--- config.mk ---
export PLATFORM = sky130hd
export DESIGN_NAME = serial_command_line_parser
export DESIGN_NICKNAME = d
export VERILOG_FILES = /design/src/rtl/scl_pkg.sv /design/src/rtl/scl_in_stage.sv /design/src/rtl/scl_line_core.sv /design/src/rtl/scl_out_stage.sv /design/src/rtl/serial_command_line_parser.sv
export SDC_FILE = /design/constraint.sdc
export NUM_CORES = 1
export LEC_CHECK = 0
export BUFFER_PORTS_ARGS = -buffer_cell sky130_fd_sc_hd__buf_2
export CAP_MARGIN = 10
export CORE_UTILIZATION = 65
export DETAILED_ROUTE_END_ITERATION = 6
export MAX_ROUTING_LAYER = met4
export PLACE_DENSITY = 0.95
export SKIP_LAST_GASP = 1
export SYNTH_ARGS = -nofsm -noshare
export SYNTH_HDL_FRONTEND = slang
export SYNTH_SLANG_ARGS = --single-unit
--- constraint.sdc ---
create_clock -name clk -period 6.9 [get_ports clk]
set_clock_uncertainty 0.1 [all_clocks]
set_input_delay 1.38 -clock clk [delete_from_list [all_inputs] [get_ports clk]]
set_output_delay 1.38 -clock clk [all_outputs]
set_load 0.02 [all_outputs]
--- src/rtl/scl_pkg.sv ---
package scl_pkg;

  // Default line buffer size; one slot is reserved, so LINE_BYTES - 1 bytes are kept.
  localparam int LINE_BYTES_DEF = 32;

  // Number of bytes that form the command prefix.
  localparam int PREFIX_LEN = 4;

  localparam logic [7:0] NEWLINE_CODE = 8'd10;
  localparam logic [7:0] DIGIT_ZERO   = 8'h30;
  localparam logic [7:0] DIGIT_NINE   = 8'h39;

  localparam logic [31:0] PREFIX_ROT = 32'h524F_5420;
  localparam logic [31:0] PREFIX_TEM = 32'h5445_4D20;
  localparam logic [31:0] PREFIX_VAC = 32'h5641_4320;

  typedef enum logic [1:0] {
    KIND_ROT     = 2'd0,
    KIND_TEM     = 2'd1,
    KIND_VAC     = 2'd2,
    KIND_INVALID = 2'd3
  } kind_t;

  typedef struct packed {
    kind_t       kind;
    logic [31:0] value;
  } result_t;

endpackage

--- src/rtl/scl_in_stage.sv ---
module scl_in_stage
  import scl_pkg::*;
(
  input  logic       clk,
  input  logic       rst,
  input  logic [7:0] rx_byte,
  input  logic       rx_valid,
  output logic       rx_stall,
  input  logic       advance,
  output logic       byte_valid,
  output logic [7:0] byte_data
);

  // The held beat leaves when the core takes it; a new beat may enter in the same cycle.
  assign rx_stall = byte_valid && !advance;

  always_ff @(posedge clk) begin
    if (rst) begin
      byte_valid <= 1'b0;
    end else if (!rx_stall) begin
      byte_valid <= rx_valid;
    end
  end

  // Payload register carries no reset.
  always_ff @(posedge clk) begin
    if (!rx_stall && rx_valid) begin
      byte_data <= rx_byte;
    end
  end

endmodule

--- src/rtl/scl_line_core.sv ---
module scl_line_core
  import scl_pkg::*;
#(
  parameter int LINE_BYTES = LINE_BYTES_DEF
) (
  input  logic       clk,
  input  logic       rst,
  input  logic       byte_valid,
  input  logic [7:0] byte_data,
  input  logic       out_free,
  output logic       advance,
  output logic       emit,
  output result_t    result
);

  localparam int CW = $clog2(LINE_BYTES);
  localparam logic [CW-1:0] KEEP_MAX   = CW'(LINE_BYTES - 1);
  localparam logic [CW-1:0] PREFIX_CNT = CW'(PREFIX_LEN);

  logic [CW-1:0] byte_count;
  logic [CW-1:0] byte_count_next;
  logic [31:0]   prefix_bytes;
  logic [31:0]   prefix_bytes_next;
  logic [31:0]   value_accumulator;
  logic [31:0]   value_accumulator_next;
  logic          digits_open;
  logic          digits_open_next;

  logic          is_newline;
  logic          is_digit;
  logic [31:0]   digit_value;

  assign is_newline  = (byte_data == NEWLINE_CODE);
  assign is_digit    = (byte_data >= DIGIT_ZERO) && (byte_data <= DIGIT_NINE);
  assign digit_value = {24'd0, byte_data - DIGIT_ZERO};

  // A newline needs room in the result register; any other byte is always taken.
  assign advance = byte_valid && (!is_newline || out_free);
  assign emit    = advance && is_newline;

  // Classify the finished line from its prefix and count.
  always_comb begin
    result.kind  = KIND_INVALID;
    result.value = 32'd0;
    if (byte_count >= PREFIX_CNT) begin
      case (prefix_bytes)
        PREFIX_ROT: result.kind = KIND_ROT;
        PREFIX_TEM: result.kind = KIND_TEM;
        PREFIX_VAC: result.kind = KIND_VAC;
        default:    result.kind = KIND_INVALID;
      endcase
      if (result.kind != KIND_INVALID) begin
        result.value = value_accumulator;
      end
    end
  end

  // Line state update: prefix shift, then decimal accumulation by times ten plus digit.
  always_comb begin
    byte_count_next        = byte_count;
    prefix_bytes_next      = prefix_bytes;
    value_accumulator_next = value_accumulator;
    digits_open_next       = digits_open;
    if (is_newline) begin
      byte_count_next        = '0;
      prefix_bytes_next      = 32'd0;
      value_accumulator_next = 32'd0;
      digits_open_next       = 1'b1;
    end else if (byte_count < KEEP_MAX) begin
      if (byte_count < PREFIX_CNT) begin
        prefix_bytes_next = {prefix_bytes[23:0], byte_data};
      end else if (digits_open) begin
        if (is_digit) begin
          value_accumulator_next = (value_accumulator << 3) + (value_accumulator << 1)
                                   + digit_value;
        end else begin
          digits_open_next = 1'b0;
        end
      end
      byte_count_next = byte_count + 1'b1;
    end
  end

  always_ff @(posedge clk) begin
    if (rst) begin
      byte_count        <= '0;
      prefix_bytes      <= 32'd0;
      value_accumulator <= 32'd0;
      digits_open       <= 1'b1;
    end else if (advance) begin
      byte_count        <= byte_count_next;
      prefix_bytes      <= prefix_bytes_next;
      value_accumulator <= value_accumulator_next;
      digits_open       <= digits_open_next;
    end
  end

endmodule

--- src/rtl/scl_out_stage.sv ---
module scl_out_stage
  import scl_pkg::*;
(
  input  logic        clk,
  input  logic        rst,
  input  logic        emit,
  input  result_t     result,
  output logic        out_free,
  output logic [1:0]  line_kind,
  output logic [31:0] line_value,
  output logic        res_valid,
  input  logic        res_stall
);

  // The register can load when it is empty or its beat leaves this cycle.
  assign out_free = !res_valid || !res_stall;

  always_ff @(posedge clk) begin
    if (rst) begin
      res_valid <= 1'b0;
    end else if (out_free) begin
      res_valid <= emit;
    end
  end

  always_ff @(posedge clk) begin
    if (out_free && emit) begin
      line_kind  <= result.kind;
      line_value <= result.value;
    end
  end

endmodule

--- src/rtl/serial_command_line_parser.sv ---
// Result path: an accepted newline beat passes the input register, then the result
// register, where its result beat is held while res_stall is high.
// Throughput: one byte per cycle; only a stalled result held in the result
// register holds back the next newline, and the bytes behind it wait in turn.
// Reset: synchronous and active high; it empties both registers and clears the line state.
module serial_command_line_parser
  import scl_pkg::*;
#(
  parameter int LINE_BYTES = LINE_BYTES_DEF
) (
  input  logic        clk,
  input  logic        rst,
  input  logic [7:0]  rx_byte,
  input  logic        rx_valid,
  output logic        rx_stall,
  output logic [1:0]  line_kind,
  output logic [31:0] line_value,
  output logic        res_valid,
  input  logic        res_stall
);

  logic       byte_valid;
  logic [7:0] byte_data;
  logic       advance;
  logic       emit;
  logic       out_free;
  result_t    result;

  // Input register.
  scl_in_stage u_in (
    .clk       (clk),
    .rst       (rst),
    .rx_byte   (rx_byte),
    .rx_valid  (rx_valid),
    .rx_stall  (rx_stall),
    .advance   (advance),
    .byte_valid(byte_valid),
    .byte_data (byte_data)
  );

  // Line state and classification.
  scl_line_core #(
    .LINE_BYTES(LINE_BYTES)
  ) u_core (
    .clk       (clk),
    .rst       (rst),
    .byte_valid(byte_valid),
    .byte_data (byte_data),
    .out_free  (out_free),
    .advance   (advance),
    .emit      (emit),
    .result    (result)
  );

  // Result register.
  scl_out_stage u_out (
    .clk       (clk),
    .rst       (rst),
    .emit      (emit),
    .result    (result),
    .out_free  (out_free),
    .line_kind (line_kind),
    .line_value(line_value),
    .res_valid (res_valid),
    .res_stall (res_stall)
  );

endmodule

**Word level (Yosys, flattened, before mapping)**

Cells that the tools add are included.

- Flip-flop bits (word level): 114
- Output and inout port bits: 36
- Word-level logic and storage cells: 63

- Add/subtract/negate cells: 4
- $lt $le $gt $ge: 5
- Equal/unequal tests: 6
- Multiplexer cells: 17
- Reductions and logical operators: 22

Operators with widths:

| operator | count |
|---|---|
| $mux W32 | 8 |
| $eq A32 B31 Y1 const B | 3 |
| $add A32 B32 Y32 | 1 |
| $add A32 B8 Y32 | 1 |
| $mux W5 | 2 |
| $eq A8 B4 Y1 const B | 1 |
| $ge A8 B6 Y1 const B | 1 |
| $le A8 B6 Y1 const B | 1 |
| $reduce_bool A2 Y1 | 4 |
| $sub A8 B6 Y8 const B | 1 |
| $logic_and A1 B1 Y1 | 6 |
| $pmux W2 S3 | 1 |
| $reduce_and A3 Y1 | 2 |
| $add A5 B1 Y5 const B | 1 |
| $ge A5 B3 Y1 const B | 1 |
| $logic_not A1 Y1 | 5 |
| $lt A5 B3 Y1 const B | 1 |
| $lt A5 B5 Y1 const B | 1 |
| $mux W1 | 5 |
| $reduce_and A5 Y1 | 1 |
| $reduce_and A2 Y1 | 2 |
| $logic_or A1 B1 Y1 | 2 |
| $mux W2 | 1 |
| $ne A2 B1 Y1 const B | 1 |
| $ne A2 B2 Y1 const B | 1 |

**Logic depth before layout (Yosys ltp)**

- Word-level depth: 8
- Depth in mapped cells: 14

**Cells and area by module**

Synthesis repeated with hierarchy kept, for this count alone.

- Cells, all modules: 641
- Area, all modules: 6274.8 um2

By module, submodules not included:

| module | times used | cells each | area each (um2) |
|---|---|---|---|
| scl_line_core | 1 | 590 | 4924.7 |
| scl_out_stage | 1 | 39 | 1059.8 |
| scl_in_stage | 1 | 12 | 290.3 |

**Least setup slack after synthesis**

OpenSTA, ideal clock, no wires.

- Path type: input to output
- Start: input port res_stall
- End: output port rx_stall
- Arrival time: 1804 ps
- Required time: 5420 ps
- Setup slack: 3616 ps
- Stages: 2
- Path buffers: 0
- Cell sequence: nand2_1 > nor2_1

- Word-level cells in the longest chain between the ends: 6

RTL lines:

| item | RTL line | text |
|---|---|---|
| start: declaration | serial_command_line_parser.sv:19 | `input logic res_stall` |
| $logic_not A1 Y1 | scl_out_stage.sv:16 | `assign out_free = !res_valid \|\| !res_stall;` |
| $logic_or A1 B1 Y1 | scl_out_stage.sv:16 |  |
| $logic_or A1 B1 Y1 | scl_line_core.sv:38 | `assign advance = byte_valid && (!is_newline \|\| out_free);` |
| $logic_and A1 B1 Y1 | scl_line_core.sv:38 |  |
| $logic_not A1 Y1 | scl_in_stage.sv:15 | `assign rx_stall = byte_valid && !advance;` |
| $logic_and A1 B1 Y1 | scl_in_stage.sv:15 |  |
| end: declaration | serial_command_line_parser.sv:15 | `output logic rx_stall,` |

Every way passes these cells.

**Final worst setup path**

- Start: register u_in.byte_data[4]
- End: register u_core.value_accumulator[29]

- Word-level cells in the longest chain between the ends: 7

RTL lines:

| item | RTL line | text |
|---|---|---|
| start: declaration | scl_in_stage.sv:11 | `output logic [7:0] byte_data` |
| start signal: assignment | scl_in_stage.sv:28 | `byte_data <= rx_byte;` |
| $sub A8 B6 Y8 | scl_line_core.sv:35 | `assign digit_value = {24'd0, byte_data - DIGIT_ZERO};` |
| $add A32 B8 Y32 | scl_line_core.sv:75 | `+ digit_value;` |
| $mux W32 | scl_line_core.sv:73 | `if (is_digit) begin` |
| $mux W32 | scl_line_core.sv:72 | `end else if (digits_open) begin` |
| $mux W32 | scl_line_core.sv:70 | `if (byte_count < PREFIX_CNT) begin` |
| $mux W32 | scl_line_core.sv:69 | `end else if (byte_count < KEEP_MAX) begin` |
| $mux W32 | scl_line_core.sv:64 | `if (is_newline) begin` |
| end signal: assignment | scl_line_core.sv:93 | `value_accumulator <= value_accumulator_next;` |
| end: declaration | scl_line_core.sv:24 | `logic [31:0] value_accumulator;` |

Several ways; a longest one is shown, not always the timed one. The select of a mux whose other input is x is not followed.
A chain may end at the register's enable or synchronous reset.

==> flow_metrics.tcl <==
set metrics [dict create \
    status "completed" \
    die_x_um 99.9 \
    track_usage_pct 33.0 \
    synthCells 636 \
    clock_latency_ns 0.53 \
    yosys.area.top_type "dfxtp_1" \
    syn_to_final_growth_pct 14.8 \
    cts_htree_levels 4 \
    cp_data_arrival_time_ns 4.04 \
    rsz0062_at_grt "false" \
    postRouteWirelength_um 15200 \
    dieHeight_um 99.9 \
    cts_root_buffer "clkbuf_8" \
    hold_class "flip-flop to flip-flop" \
    maxCapViolCount 0 \
    numCtsBuffers 17 \
    initial_utilization_pct 67.4 \
    antenna_cells 0 \
    cp-end-kind "flip-flop" \
    min_period_ns 3.76 \
    tightest_slew_ns 0.888 \
    hold_violations 0 \
    synth_nets 712 \
    vias 5287 \
    core_area_mm2 0.00924 \
    drive_gt1_share_pct 14.7 \
    dp_hpwl_um 9570 \
    gr-total-overflow 0 \
    holdBufCountCts 0 \
    cts_buffer_depth 2 \
    syn_area_mm2 0.00623 \
    antenna_found_initial 0 \
    cts_sinks 114 \
    drc 0 \
    wl_per_cell_um 18.5 \
    row_count 35 \
    vias_per_cell 6.42 \
    dieArea_mm2 0.00997 \
    nets 758 \
    cp.required_ns 7.18 \
    dr.pass1.iters 5 \
    cts_setup_buffers 0 \
    period_share_pct 54.6 \
    slew_headroom_pct 40.6 \
    synth.area.mux_share_pct 1.15 \
    crit_type "flip-flop to flip-flop" \
    yosys_register_bits 114 \
    ys_warn_count 0 \
    fmax_mhz 266 \
    grt_max_degree 43 \
    clk_pin_slew_ns 0.07 \
    crit_fanout 5 \
    cts_tree "done" \
    setup-tns-final_ns 0 \
    startpoint_type "flip-flop" \
    min_from "u_core.digits_open$_SDFFE_PP1P_" \
    cts_resized 0 \
    async_flop_share_pct 0 \
    drtIter0Drc 417 \
    slew_viol_final 0 \
    utilization_pct 77.4 \
    place_congestion 0.909 \
    synth_area_leaders "dfxtp_1 (23%), edfxtp_1 (20%), ha_1 (12%), nand2_1 (3.6%), a22oi_1 (3.4%)" \
    synth-simple-area-share_pct 17.7 \
    ys.flop_type "dfxtp_1" \
    synth_compound_area_share_pct 16.4 \
    p_total_uw 1670 \
    first_global_vias 5166 \
    ir_drop_mv 0.213 \
    grt_pass1_wl_um 24500 \
    synth_top_cell_area_share_pct 23.2 \
    synth_edf_count 42 \
    synth-xor-area-share_pct 4.22 \
    ys_seq_area_share_pct 43.4 \
    synthAdderAreaFrac_pct 13.6 \
    yosys-top-cells-count "dfxtp_1 (72), nand2_1 (59), ha_1 (58), nor2_1 (53), edfxtp_1 (42)" \
    yosysUniqueCellTypes 67 \
    fillers 532 \
    leakage_uw 0.00312 \
    powerDensity_mw_per_mm2 234 \
    setup.worst_path.start "u_in.byte_data[4]$_DFFE_PP_" \
    avgSynthCellArea_um2 9.79 \
    ios 48 \
    setup_viol 0 \
    r2r_start "u_in.byte_data[4]$_DFFE_PP_" \
    postRouteAntennaNets 0 \
    yosys.cell_count.top_type "dfxtp_1" \
    io_buffers 47 \
    synth_top_family_by_area "simple AND/OR/NAND/NOR gates" \
]
==> flip-flops by register name (all words and copies together), names as in the netlist <==
register,count
u_core.prefix_bytes,32
u_out.res_valid,1
u_out.line_value,32
u_core.digits_open,1
u_core.value_accumulator,32
u_in.byte_valid,1
u_core.byte_count,5
u_in.byte_data,8
u_out.line_kind,2
==> area by class of cell <==
cell class                      count  area, um^2  share of cell area [%]
Tap cell                          129         161                    2.26
Sequential cell                   114        2700                    37.8
Clock buffer                       18         439                    6.14
Clock inverter                     14         166                    2.33
Timing Repair Buffer               50         258                    3.61
Multi-Input combinational cell    467        3300                    46.2
Inverter                           32         120                    1.68
==> final timing paths <==
| path | to | slack (ns) | cells after the start |
|---|---|---|---|
| max | u_core.value_accumulator[29]$_SDFFE_PP0P_ | 3.14 | 14 |
| min | u_core.digits_open$_SDFFE_PP1P_ | 0.37 | 2 |
| max reg2reg | u_core.value_accumulator[29]$_SDFFE_PP0P_ | 3.14 | 14 |
| min reg2reg | u_core.digits_open$_SDFFE_PP1P_ | 0.37 | 2 |
==> per-stage QoR <==
step	std cells	setup slack [ns]	instance area, um^2	hold slack (ns)
CTS	824	3.14	7150	0.369
detailed placement	792	3.33	6540	0.343
global route	824	2.99	7150	0.401
global placement	792	3.50	6540	0.335
finish	824	3.14	7150	0.368
floorplan	636	3.62	6230	0.323
==> where the power goes <==
group,internal [uW],leakage [uW],total [uW],switching (uW)
clock,548,0.000302,906,357
sequential,702,0.00104,713,10.4
combinational,20.3,0.00177,56.7,36.4
total,1270,0.00312,1670,404
==> routing by layer <==
layer  GRT usage [%]  share of wire (%)
met1            37.2                 40
met2            54.4                 50
met3            8.01                7.1
met4            17.9                3.7
met5               -                  0
==> critical path, cell delays in order, from the launching register on <==
cell,delay [ns]
edfxtp_1,0.46
inv_1,0.09
ha_1,0.29
inv_1,0.05
fa_1,0.50
inv_1,0.05
ha_1,0.39
a21o_1,0.21
a21oi_1,0.28
a21o_1,0.21
a32oi_1,0.18
a31oi_1,0.33
o221ai_1,0.19
xnor2_1,0.20
o21ai_1,0.08
==> logic make-up (layout without fill, tap and decap cells) <==
| group | after synthesis | count (layout) |
|---|---|---|
| multiplexers | 7 | 7 |
| buffers and inverters | 55 | 114 |
| AND/OR/NAND/NOR | 214 | 214 |
| flip-flops | 114 | 114 |
| XOR/XNOR | 30 | 30 |
| adder cells (fa/ha/maj) | 64 | 64 |
| AO/OA/AOI/OAI | 152 | 152 |
==> cell usage in the layout, fill, tap and decap left out, types with 3 or more instances in the layout <==
cell	n
o21a_1	5
a22o_1	4
or3_1	4
a21oi_1	30
mux2i_1	6
nand3_1	9
fa_1	6
o21ai_0	27
clkbuf_16	17
nand2b_1	4
nand4_1	9
a31oi_1	4
buf_4	3
inv_1	32
edfxtp_1	42
inv_8	3
dfxtp_1	72
a21o_1	9
nand2_1	59
clkinv_4	3
ha_1	58
nor3_1	8
o21bai_1	7
nor2_1	53
a22oi_1	28
xnor2_1	18
or2_2	3
nor4b_1	4
nor2b_1	4
nand4b_1	4
xor2_1	12
nor4_1	7
and2_1	28
and3_1	3
inv_6	4
o21ai_1	11
buf_2	47
Note: power is estimated with default switching activity, not from simulation.
